`src/cch_pkg.sv`:
```
// ----------------------------------------------------------------------------
// cch_pkg
// Shared types and constants of the three-way cuckoo hash table.
// ----------------------------------------------------------------------------
package cch_pkg;

  localparam int SLOTS_PER_WAY = 1024;
  localparam int NUM_WAYS      = 3;
  localparam int TOTAL_SLOTS   = NUM_WAYS * SLOTS_PER_WAY;
  localparam int IDX_W         = $clog2(SLOTS_PER_WAY);
  localparam int WAY_W         = 2;
  localparam int KEY_W         = 64;
  localparam int VAL_W         = 64;
  localparam int CNT_W         = 12;
  localparam int ROUND_W       = 6;
  localparam int Q_DEPTH       = 2;
  localparam int Q_PTR_W       = $clog2(Q_DEPTH);

  localparam logic [63:0] MULT0_RESET = 64'd11400714819323198485;
  localparam logic [63:0] MULT1_RESET = 64'd14029467366897019727;
  localparam logic [63:0] MULT2_RESET = 64'd1609587929392839161;
  localparam logic [ROUND_W-1:0] ROUNDS_RESET = 6'd20;

  typedef enum logic [1:0] {
    REQ_LOOKUP  = 2'd0,
    REQ_INSERT  = 2'd1,
    REQ_REPLACE = 2'd2,
    REQ_REMOVE  = 2'd3
  } req_t;

  typedef enum logic [1:0] {
    STAT_DONE     = 2'd0,
    STAT_NOTFOUND = 2'd1,
    STAT_PRESENT  = 2'd2,
    STAT_FULL     = 2'd3
  } stat_t;

  typedef enum logic [1:0] {
    REG_MULT0  = 2'd0,
    REG_MULT1  = 2'd1,
    REG_MULT2  = 2'd2,
    REG_ROUNDS = 2'd3
  } reg_t;

  typedef struct packed {
    logic [NUM_WAYS-1:0][63:0] mult;
    logic [ROUND_W-1:0]        rounds;
  } cfg_t;

  typedef struct packed {
    req_t                         kind;
    logic [KEY_W-1:0]             key;
    logic [VAL_W-1:0]             value;
    logic [NUM_WAYS-1:0][IDX_W-1:0] idx;
  } cmd_t;

  typedef struct packed {
    logic             valid;
    logic [KEY_W-1:0] key;
    logic [VAL_W-1:0] value;
  } slot_t;

endpackage

```
`src/cch_queue.sv`:
```
// ----------------------------------------------------------------------------
// cch_queue
// Short command queue between the hashing front and the table back.
// ----------------------------------------------------------------------------
module cch_queue (
  input  logic          clk,
  input  logic          rst,
  input  logic          push,
  input  cch_pkg::cmd_t push_data,
  output logic          full,
  input  logic          pop,
  output cch_pkg::cmd_t head,
  output logic          empty
);

  cch_pkg::cmd_t                ent [cch_pkg::Q_DEPTH];
  logic [cch_pkg::Q_PTR_W-1:0]  wptr;
  logic [cch_pkg::Q_PTR_W-1:0]  rptr;
  logic [cch_pkg::Q_PTR_W:0]    cnt;
  logic                         do_push;
  logic                         do_pop;

  assign full    = (cnt == (cch_pkg::Q_PTR_W+1)'(cch_pkg::Q_DEPTH));
  assign empty   = (cnt == '0);
  assign head    = ent[rptr];
  assign do_push = push && !full;
  assign do_pop  = pop && !empty;

  // store entries
  always_ff @(posedge clk) begin
    if (do_push) begin
      ent[wptr] <= push_data;
    end
  end

  // advance pointers and fill count
  always_ff @(posedge clk) begin
    if (rst) begin
      wptr <= '0;
      rptr <= '0;
      cnt  <= '0;
    end else begin
      if (do_push) begin
        wptr <= wptr + 1'b1;
      end
      if (do_pop) begin
        rptr <= rptr + 1'b1;
      end
      if (do_push && !do_pop) begin
        cnt <= cnt + 1'b1;
      end else if (do_pop && !do_push) begin
        cnt <= cnt - 1'b1;
      end
    end
  end

endmodule

```
`config.mk`:
```
export PLATFORM = sky130hd
export DESIGN_NAME = cch_queue
export DESIGN_NICKNAME = d
export VERILOG_FILES = /design/src/cch_pkg.sv /design/src/cch_queue.sv
export SDC_FILE = /design/constraint.sdc
export NUM_CORES = 1
export LEC_CHECK = 0
export BUFFER_PORTS_ARGS = -buffer_cell sky130_fd_sc_hd__buf_2
export CORE_ASPECT_RATIO = 1.4
export CORE_MARGIN = 4
export CORE_UTILIZATION = 56
export CTS_CLUSTER_DIAMETER = 120
export DETAILED_ROUTE_END_ITERATION = 10
export GPL_TIMING_DRIVEN = 0
export PLACE_DENSITY = 0.84
export SLEW_MARGIN = 25
export SYNTH_ARGS = -nofsm -noshare
export SYNTH_HDL_FRONTEND = slang
export SYNTH_SLANG_ARGS = --single-unit
export TNS_END_PERCENT = 20
```
`constraint.sdc`:
```
create_clock -name clk -period 9.9 [get_ports clk]
set_clock_uncertainty 0.05 [all_clocks]
set_input_delay 0 -clock clk [delete_from_list [all_inputs] [get_ports clk]]
set_output_delay 0 -clock clk [all_outputs]
set_load 0.005 [all_outputs]
```
---- After elaboration in Yosys (flattened, before gate mapping) ----
Memory sizes are Yosys's and may differ from the RTL's. A register that Yosys moved wholly into a read port is not among the register bits.
Cells that the tools add are included.
storage, ports and cells
  flip-flop bits (word level) ............. 4
  bits in writable memories ............... 320
  logic and storage cells ................. 25
  memories kept ........................... 1
memory list
  name  depth  bits a word  read ports  clocked after Yosys merged registers in  wr ports  RTL line         RTL
  ent   2      160          1           1                                        1         cch_queue.sv:16  cch_pkg::cmd_t ent [cch_pkg::Q_DEPTH];
operators by class
  add/subtract/negate cells ............... 4
  eq/ne operators ......................... 1
  multiplexer cells ....................... 6
  reductions and logical operators ........ 10
operators by type and width
  kind                                               count
  logical AND 1 bit                                  4
  logical NOT 1 bit                                  4
  2-to-1 mux 1 bit                                   4
  2-to-1 mux 2 bit                                   2
  adder 1 bit (second input constant)                2
  adder 2 x 1 -> 2 bit (second input constant)       1
  equality test 2 bit (second input constant)        1
  logical NOT 2 bit                                  1
  nonzero test 2 bit                                 1
  subtractor 2 x 1 -> 2 bit (second input constant)  1

---- Longest topological paths before layout ----
Gate-level depths: netlist of run 1.
  word-level depth ........................ 7
  gate-level depth with buffers ........... 6

---- Least setup slack after synthesis of run 1 ----
Ideal clock, no wire load.
  path type ............................... flip-flop to flip-flop
  start point ............................. reg cnt[1] in the netlist's numbering
  end point ............................... mem ent[1][0] in the netlist's numbering, enable pin
  data arrival time ....................... 4.288 ns
  slack ................................... 5.023 ns
  stages on the path, launching flop included .. 4
  cells stage by stage .................... dfxtp_1 nor2b_2 nor2_1 and2_1
between the ends
  longest elaborated chain between the ends .. 5
RTL lines
  item                                    RTL line         RTL
  from (decl)                             cch_queue.sv:19  logic [cch_pkg::Q_PTR_W:0] cnt;
  from (signal assigned)                  cch_queue.sv:50  cnt <= cnt + 1'b1;
  from (signal assigned)                  cch_queue.sv:52  cnt <= cnt - 1'b1;
  equality test 2 bit                     cch_queue.sv:23  assign full = (cnt == (cch_pkg::Q_PTR_W+1)'(cch_pkg::Q_DEPTH));
  via full                                cch_queue.sv:10  output logic full,
  logical NOT 1 bit                       cch_queue.sv:26  assign do_push = push && !full;
  logical AND 1 bit                       cch_queue.sv:26
  via do_push                             cch_queue.sv:20  logic do_push;
  2-to-1 mux 1 bit                        cch_queue.sv:31  if (do_push) begin
  2-to-1 mux 1 bit (implied by the code)  cch_queue.sv:32  ent[wptr] <= push_data;
  to (decl)                               cch_queue.sv:16
The timed path passes the listed nets, and every way through them passes these cells.

---- Worst setup path in the final report of run 1 ----
  start point ............................. reg cnt[0] in the netlist's numbering
  end point ............................... mem ent[0][60] in the netlist's numbering, enable pin
between the ends
  longest elaborated chain between the ends .. 5
RTL lines
  item                                    RTL line
  equality test 2 bit                     cch_queue.sv:23
  logical NOT 1 bit                       cch_queue.sv:26
  logical AND 1 bit                       cch_queue.sv:26
  2-to-1 mux 1 bit                        cch_queue.sv:31
  2-to-1 mux 1 bit (implied by the code)  cch_queue.sv:32
No other way between the ends.

==> metrics.cfg, run 1 <==
[status]
status=finished, final reports clean

[clock_network]
postCtsSetupRepairBufs=0
cts_tree=done
clk_pin_slew_ns=0.07
clk_latency_ns=0.55
clockRootBuffer=clkbuf_16
cts.sinks=325
htree_levels=1
clockBufferDepth=3
cts_buffers=29

[power]
combPwrFrac_pct=27.1
p_switching_uw=1020
p_total_uw=3900
p_sw_share_pct=26.1
power.leakage_uw=0.00657
power.density_nw_per_um2=233
clkPwrFrac_pct=27.2
p_int_uw=2880
vdd_drop_max_mv=0.182
power_frac_seq_pct=45.7

[timing]
max_freq_mhz=419
tightestPinTransition_ns=0.599
setup_viol=0
tns_ns=0
fin_crit_sh_pct=24.1
period_needed_ns=2.39
drv_slew=0
hold_violations=0
rsz0062_at_grt=no
relSlewSlack_pct=60.0

[logic_synthesis]
synth_seq_cells=325
synthTopCellsByArea=edfxtp_1 79%, mux2_4 12%, mux2_2 5.6%, buf_6 1.1%, dfxtp_1 0.82%
ys_types=15
synthCells=523
synth_area_per_cell_um2=23.3
synth_nets=688
yosys_warnings=0
synth_top_area_cell=edfxtp_1
synth.top_cell.area_share_pct=79.0
ys_seq_area_share_pct=79.8
synth_area_um2=12200

[min_path]
min_to=ent[1][139]
min_path_type=in2reg
min_delay_path_depth=2
min-delay-start=push_data[139]

[setup_path]
rr_endpoint=ent[0][60]
path_max_fanout=81
r2r_cells=4
regToRegStartpoint=cnt[0]
critPathArrivalTime_ns=2.52
regToRegSetupSlack_ns=7.51
start_kind=register
worstSetupPathType=reg2reg
worst_setup_path_end_kind=register
cp.required_ns=10.04

[global_routing]
grt-ovfl-total=0
grt_pass1_vias=7882
grt_use_total_pct=23.6
antenna_found_initial=5
grt_start_max_net_pins=82
grt_first_pass_wirelength_um=44000

[detailed_routing]
wl_per_cell_um=21.8
dr.pass1.iters=5
routed_via_density=5.26
drtIter0Drc=305
routed_wl_um=29000
dr_total_vias=7009
ant_nets=0
drt_drc_violations_left=0

[floorplanning]
dieHeight_um=182
chipWidth_um=133
boundaryPins=326
core-area_um2=21300
die_area_um2=24200
initial_core_util_pct=57.2
rows=63

[cells_and_area]
fillers=1085
post_route_cells_drive_above_1_share_pct=51.3
syn_to_final_growth_pct=37.8
mostFrequentLayoutCells=331 x buf_2, 320 x edfxtp_1, 164 x dlygate4sd3_1, 100 x mux2_4, 60 x mux2_2
layout.nets=1212
final_common_cell=buf_2

[placement]
hpwl_um=16600
port_buffers=325
place.gp.congestion=0.734

[job]
drv_cap=0

## routing by layer
metal	share of wire [%]	up-vias	track usage, %
met2	55	326	44.4
met5	0.024	-	0
met4	4.4	2	10.2
li1	-	3142	-
met1	34	3451	25.3
met3	6.3	88	5.10
## metrics by stage
stage          cells  setup WS, ns  area, um^2  hold slack (ns)  util [%]
5_1_grt         1332          7.41       16800            0.114      78.8
4_1_cts         1328          7.54       16800            0.104      78.7
3_3_place_gp    1108          3.11       14100            0.137      66.3
3_5_place_dp    1112          7.59       14200            0.141      66.9
2_1_floorplan    523          5.02       12200           0.0191         -
6_report        1332          7.51       16800            0.131      78.8
## cells in the mapped netlist, drive strengths merged
master  instances
edfxtp        320
mux2          160
buf            18
dfxtp           5
nor2            5
o21ai           3
xor2            3
a21oi           2
inv             2
or3             2
and2            1
ha              1
nor2b           1
## kinds of logic after synthesis
group | synth area share (%)
flip-flops | 79.8
multiplexers | 17.9
buffers and inverters | 1.42
AND/OR/NAND/NOR | 0.380
AO/OA/AOI/OAI | 0.206
XOR/XNOR | 0.216
adder cells (fa/ha/maj) | 0.103
## how the worst max path moves through the flow
stage / from / end / slack, ns / cells after the start
after floorplan: cnt[1] / ent[1][0] / 5.02 / 3
after global placement: cnt[1] / ent[1][66] / 3.11 / 3
after detailed placement: cnt[0] / ent[0][107] / 7.59 / 4
after CTS: cnt[0] / ent[0][63] / 7.54 / 4
after global routing: cnt[0] / ent[0][84] / 7.41 / 4
final: cnt[0] / ent[0][60] / 7.51 / 4
## worst max-delay path, cell delays in order, from the launching register on
cell	delay, ns
dfxtp_1	0.48
nor2b_2	0.10
or3_1	0.43
inv_8	0.46
buf_16	0.38
## registers in the layout, indices dropped and copies added, names as in the netlist, named ones only
name and count:
ent 320, cnt 2, rptr 1, wptr 1
## power by group through the flow
stage | clock network, uW | logic (uW) | registers (uW)
after global routing | 1140 | 1130 | 1800
after CTS | 1070 | 1050 | 1780
after detailed placement | 0 | 989 | 1800
final | 1060 | 1060 | 1780
after global placement | 0 | 952 | 1840
after floorplan | 0 | 604 | 1820
## layout make-up
| cell class | count | area (um^2) | area share [%] |
|---|---|---|---|
| Multi-Input combinational cell | 178 | 2290 | 13.7 |
| Inverter | 2 | 15.0 | 0.0896 |
| Timing Repair Buffer | 493 | 3370 | 20.1 |
| Antenna cell | 4 | 10.0 | 0.0597 |
| Clock inverter | 18 | 135 | 0.806 |
| Sequential cell | 325 | 9710 | 57.9 |
| Clock buffer | 34 | 744 | 4.44 |
| Tap cell | 260 | 325 | 1.94 |
| Buffer | 18 | 165 | 0.985 |
## timing repair
action                                 4_1_cts  5_1_grt
hold buffers                               164        0
endpoints found under the hold margin      325        0
resized for setup                            0        0
Power figures use the tool's default switching activity.
==> run 2, diff against run 1 <==
--- a/config.mk
+++ b/config.mk
@@ -8,11 +8,11 @@
 export BUFFER_PORTS_ARGS = -buffer_cell sky130_fd_sc_hd__buf_2
 export CORE_ASPECT_RATIO = 1.4
 export CORE_MARGIN = 4
-export CORE_UTILIZATION = 56
+export CORE_UTILIZATION = 52
 export CTS_CLUSTER_DIAMETER = 120
 export DETAILED_ROUTE_END_ITERATION = 10
 export GPL_TIMING_DRIVEN = 0
-export PLACE_DENSITY = 0.84
+export PLACE_DENSITY = 0.79
 export SLEW_MARGIN = 25
 export SYNTH_ARGS = -nofsm -noshare
 export SYNTH_HDL_FRONTEND = slang
==> constraint.sdc (replaced) <==
create_clock -name clk -period 2.4 [get_ports clk]
set_clock_uncertainty 0.05 [all_clocks]
set_input_delay 0 -clock clk [delete_from_list [all_inputs] [get_ports clk]]
set_output_delay 0 -clock clk [all_outputs]
set_load 0.005 [all_outputs]
==> run 2 against run 1 <==
  * Sequential share of layout area is 0.80 points lower
  * Global-route usage is 2.8 points lower
  * Critical path depth is 1 higher
  * Routed wire length is 5.6% lower
  * Combinational power grew to 4.2 times the previous value
  * Flip-flop and latch count stayed put
  * Clock-buffer cell count stayed put
  * Total power grew to 4.2 times the previous value
  * Worst setup slack worse by 7.3 ns
  * Fmax is 11% higher
  * Worst hold slack better by 0.0031 ns
==> metrics.cfg, run 2 (synthesis gave the netlist of run 1 again) <==
[status]
status=finished, final reports clean

[timing]
relSlewSlack_pct=68.5
drv_slew=0
period_needed_ns=2.16
tns_ns=0
fin_crit_sh_pct=89.9
hold_violations=0
rsz0062_at_grt=no
tightestPinTransition_ns=0.472
setup_viol=0
max_freq_mhz=464

[clock_network]
ctsResizeCount=0
ctsHoldBuffers=163
clockBufferDepth=3
cts.sinks=325
clockRootBuffer=clkbuf_16
htree_levels=1
clk_pin_slew_ns=0.07
cts_buffers=29
clk_latency_ns=0.53
cts_tree=done
postCtsSetupRepairBufs=0

[setup_path]
worstSetupPathType=reg2reg
regToRegStartpoint=cnt[1]
path_common_cell=buf_16
regToRegSetupSlack_ns=0.24
worst_setup_path_end_kind=register
path_max_fanout=49
path_cells=nor2b_4 > nor2_1 > and2_4 > buf_16 > buf_16
critPathArrivalTime_ns=2.32
cp.required_ns=2.56
r2r_cells=5
cp_slowest_cell=and2_4
start_kind=register
crit_path_max_incr_delay_ns=0.48
cp-startpoint=cnt[1]
crit_end=ent[1][56]
rr_endpoint=ent[1][56]

[cells_and_area]
top_regs=ent x320, cnt x2
layout.nets=1216
final_common_cell=buf_2
post_route_cells_drive_above_1_share_pct=52.1
largest_register_ffs=320
mostFrequentLayoutCells=331 x buf_2, 320 x edfxtp_1, 163 x dlygate4sd3_1, 100 x mux2_4, 60 x mux2_2
regMostFlops=ent
syn_to_final_growth_pct=39.7
fillers=1311
fin_area_um2=17000

[detailed_routing]
routed_via_density=4.95
routed_wl_um=27400
dr_total_vias=6832
ant_nets=0
drt_drc_violations_left=0
drtIter0Drc=334
dr.pass1.iters=4
wl_per_cell_um=19.9

[placement]
hpwl_um=16900
port_buffers=325
placed_cell_area_um2=14400
place.gp.congestion=0.720

[power]
power.leakage_uw=0.00665
vdd_drop_max_mv=1.02
power.density_nw_per_um2=968

[global_routing]
antenna_found_initial=2
grt_pass1_vias=7701
grt_first_pass_wirelength_um=41500
grt_start_max_net_pins=50
grt_use_total_pct=20.8
grt-ovfl-total=0

[floorplanning]
rows=66
chipWidth_um=137
dieHeight_um=189
initial_core_util_pct=52.6
boundaryPins=326
die_area_um2=25900
core-area_um2=23100

[job]
drv_cap=0

[min_path]
min_path_type=in2reg
min_delay_path_depth=2

## run 2: worst min path at each step
stage / from / end / slack [ns]
after detailed placement: push_data[65] / ent[1][65] / 0.14
after global placement: push_data[151] / ent[0][151] / 0.14
after CTS: push_data[14] / ent[1][14] / 0.11
final: push_data[18] / ent[0][18] / 0.13
after global routing: push_data[125] / ent[1][125] / 0.12
after floorplan: rst / cnt[1] / 0.01
## run 2: layout make-up
class	instances	area (um^2)	area share [%]
well taps	306	383	2.25
inverters	2	11.3	0.0662
repair buffers	497	3470	20.4
clock inverters	18	215	1.27
diodes	2	5.00	0.0294
multi-input cells	178	2300	13.5
plain buffers	18	165	0.971
clock buffers	34	744	4.38
flip-flops and latches	325	9710	57.1
## run 2: through the flow
step / utilization, % / worst slack (ns) / hold WS [ns] / power (uW) / cells
3_5_place_dp: 62.3 / 0.239 / 0.141 / 11600 / 1163
4_1_cts: 73.5 / 0.219 / 0.112 / 16500 / 1378
6_report: 73.5 / 0.243 / 0.134 / 16500 / 1380
2_1_floorplan: - / -1.03 / 0.0117 / 9940 / 523
3_3_place_gp: 61.4 / -2.41 / 0.137 / 11500 / 1154
5_1_grt: 73.5 / 0.117 / 0.121 / 17200 / 1380
## run 2: layer usage
metal | up-vias | track usage [%] | wire, um
met5 | - | 0 | 0
met1 | 3338 | 22.3 | 9560
met4 | 0 | 6.76 | 878
li1 | 3140 | - | -
met2 | 296 | 39.8 | 15200
met3 | 58 | 4.49 | 1790
## run 2: critical path, delay by kind of cell, from the launching register on
kind / cells / cell delay (ns)
simple gates: 3 / 0.79
buf+inv: 2 / 0.61
flops: 1 / 0.34
## run 2: power breakdown
group / internal [uW] / switching (uW)
Combinational: 2430 / 2010
Clock: 2750 / 1950
Sequential: 7120 / 205
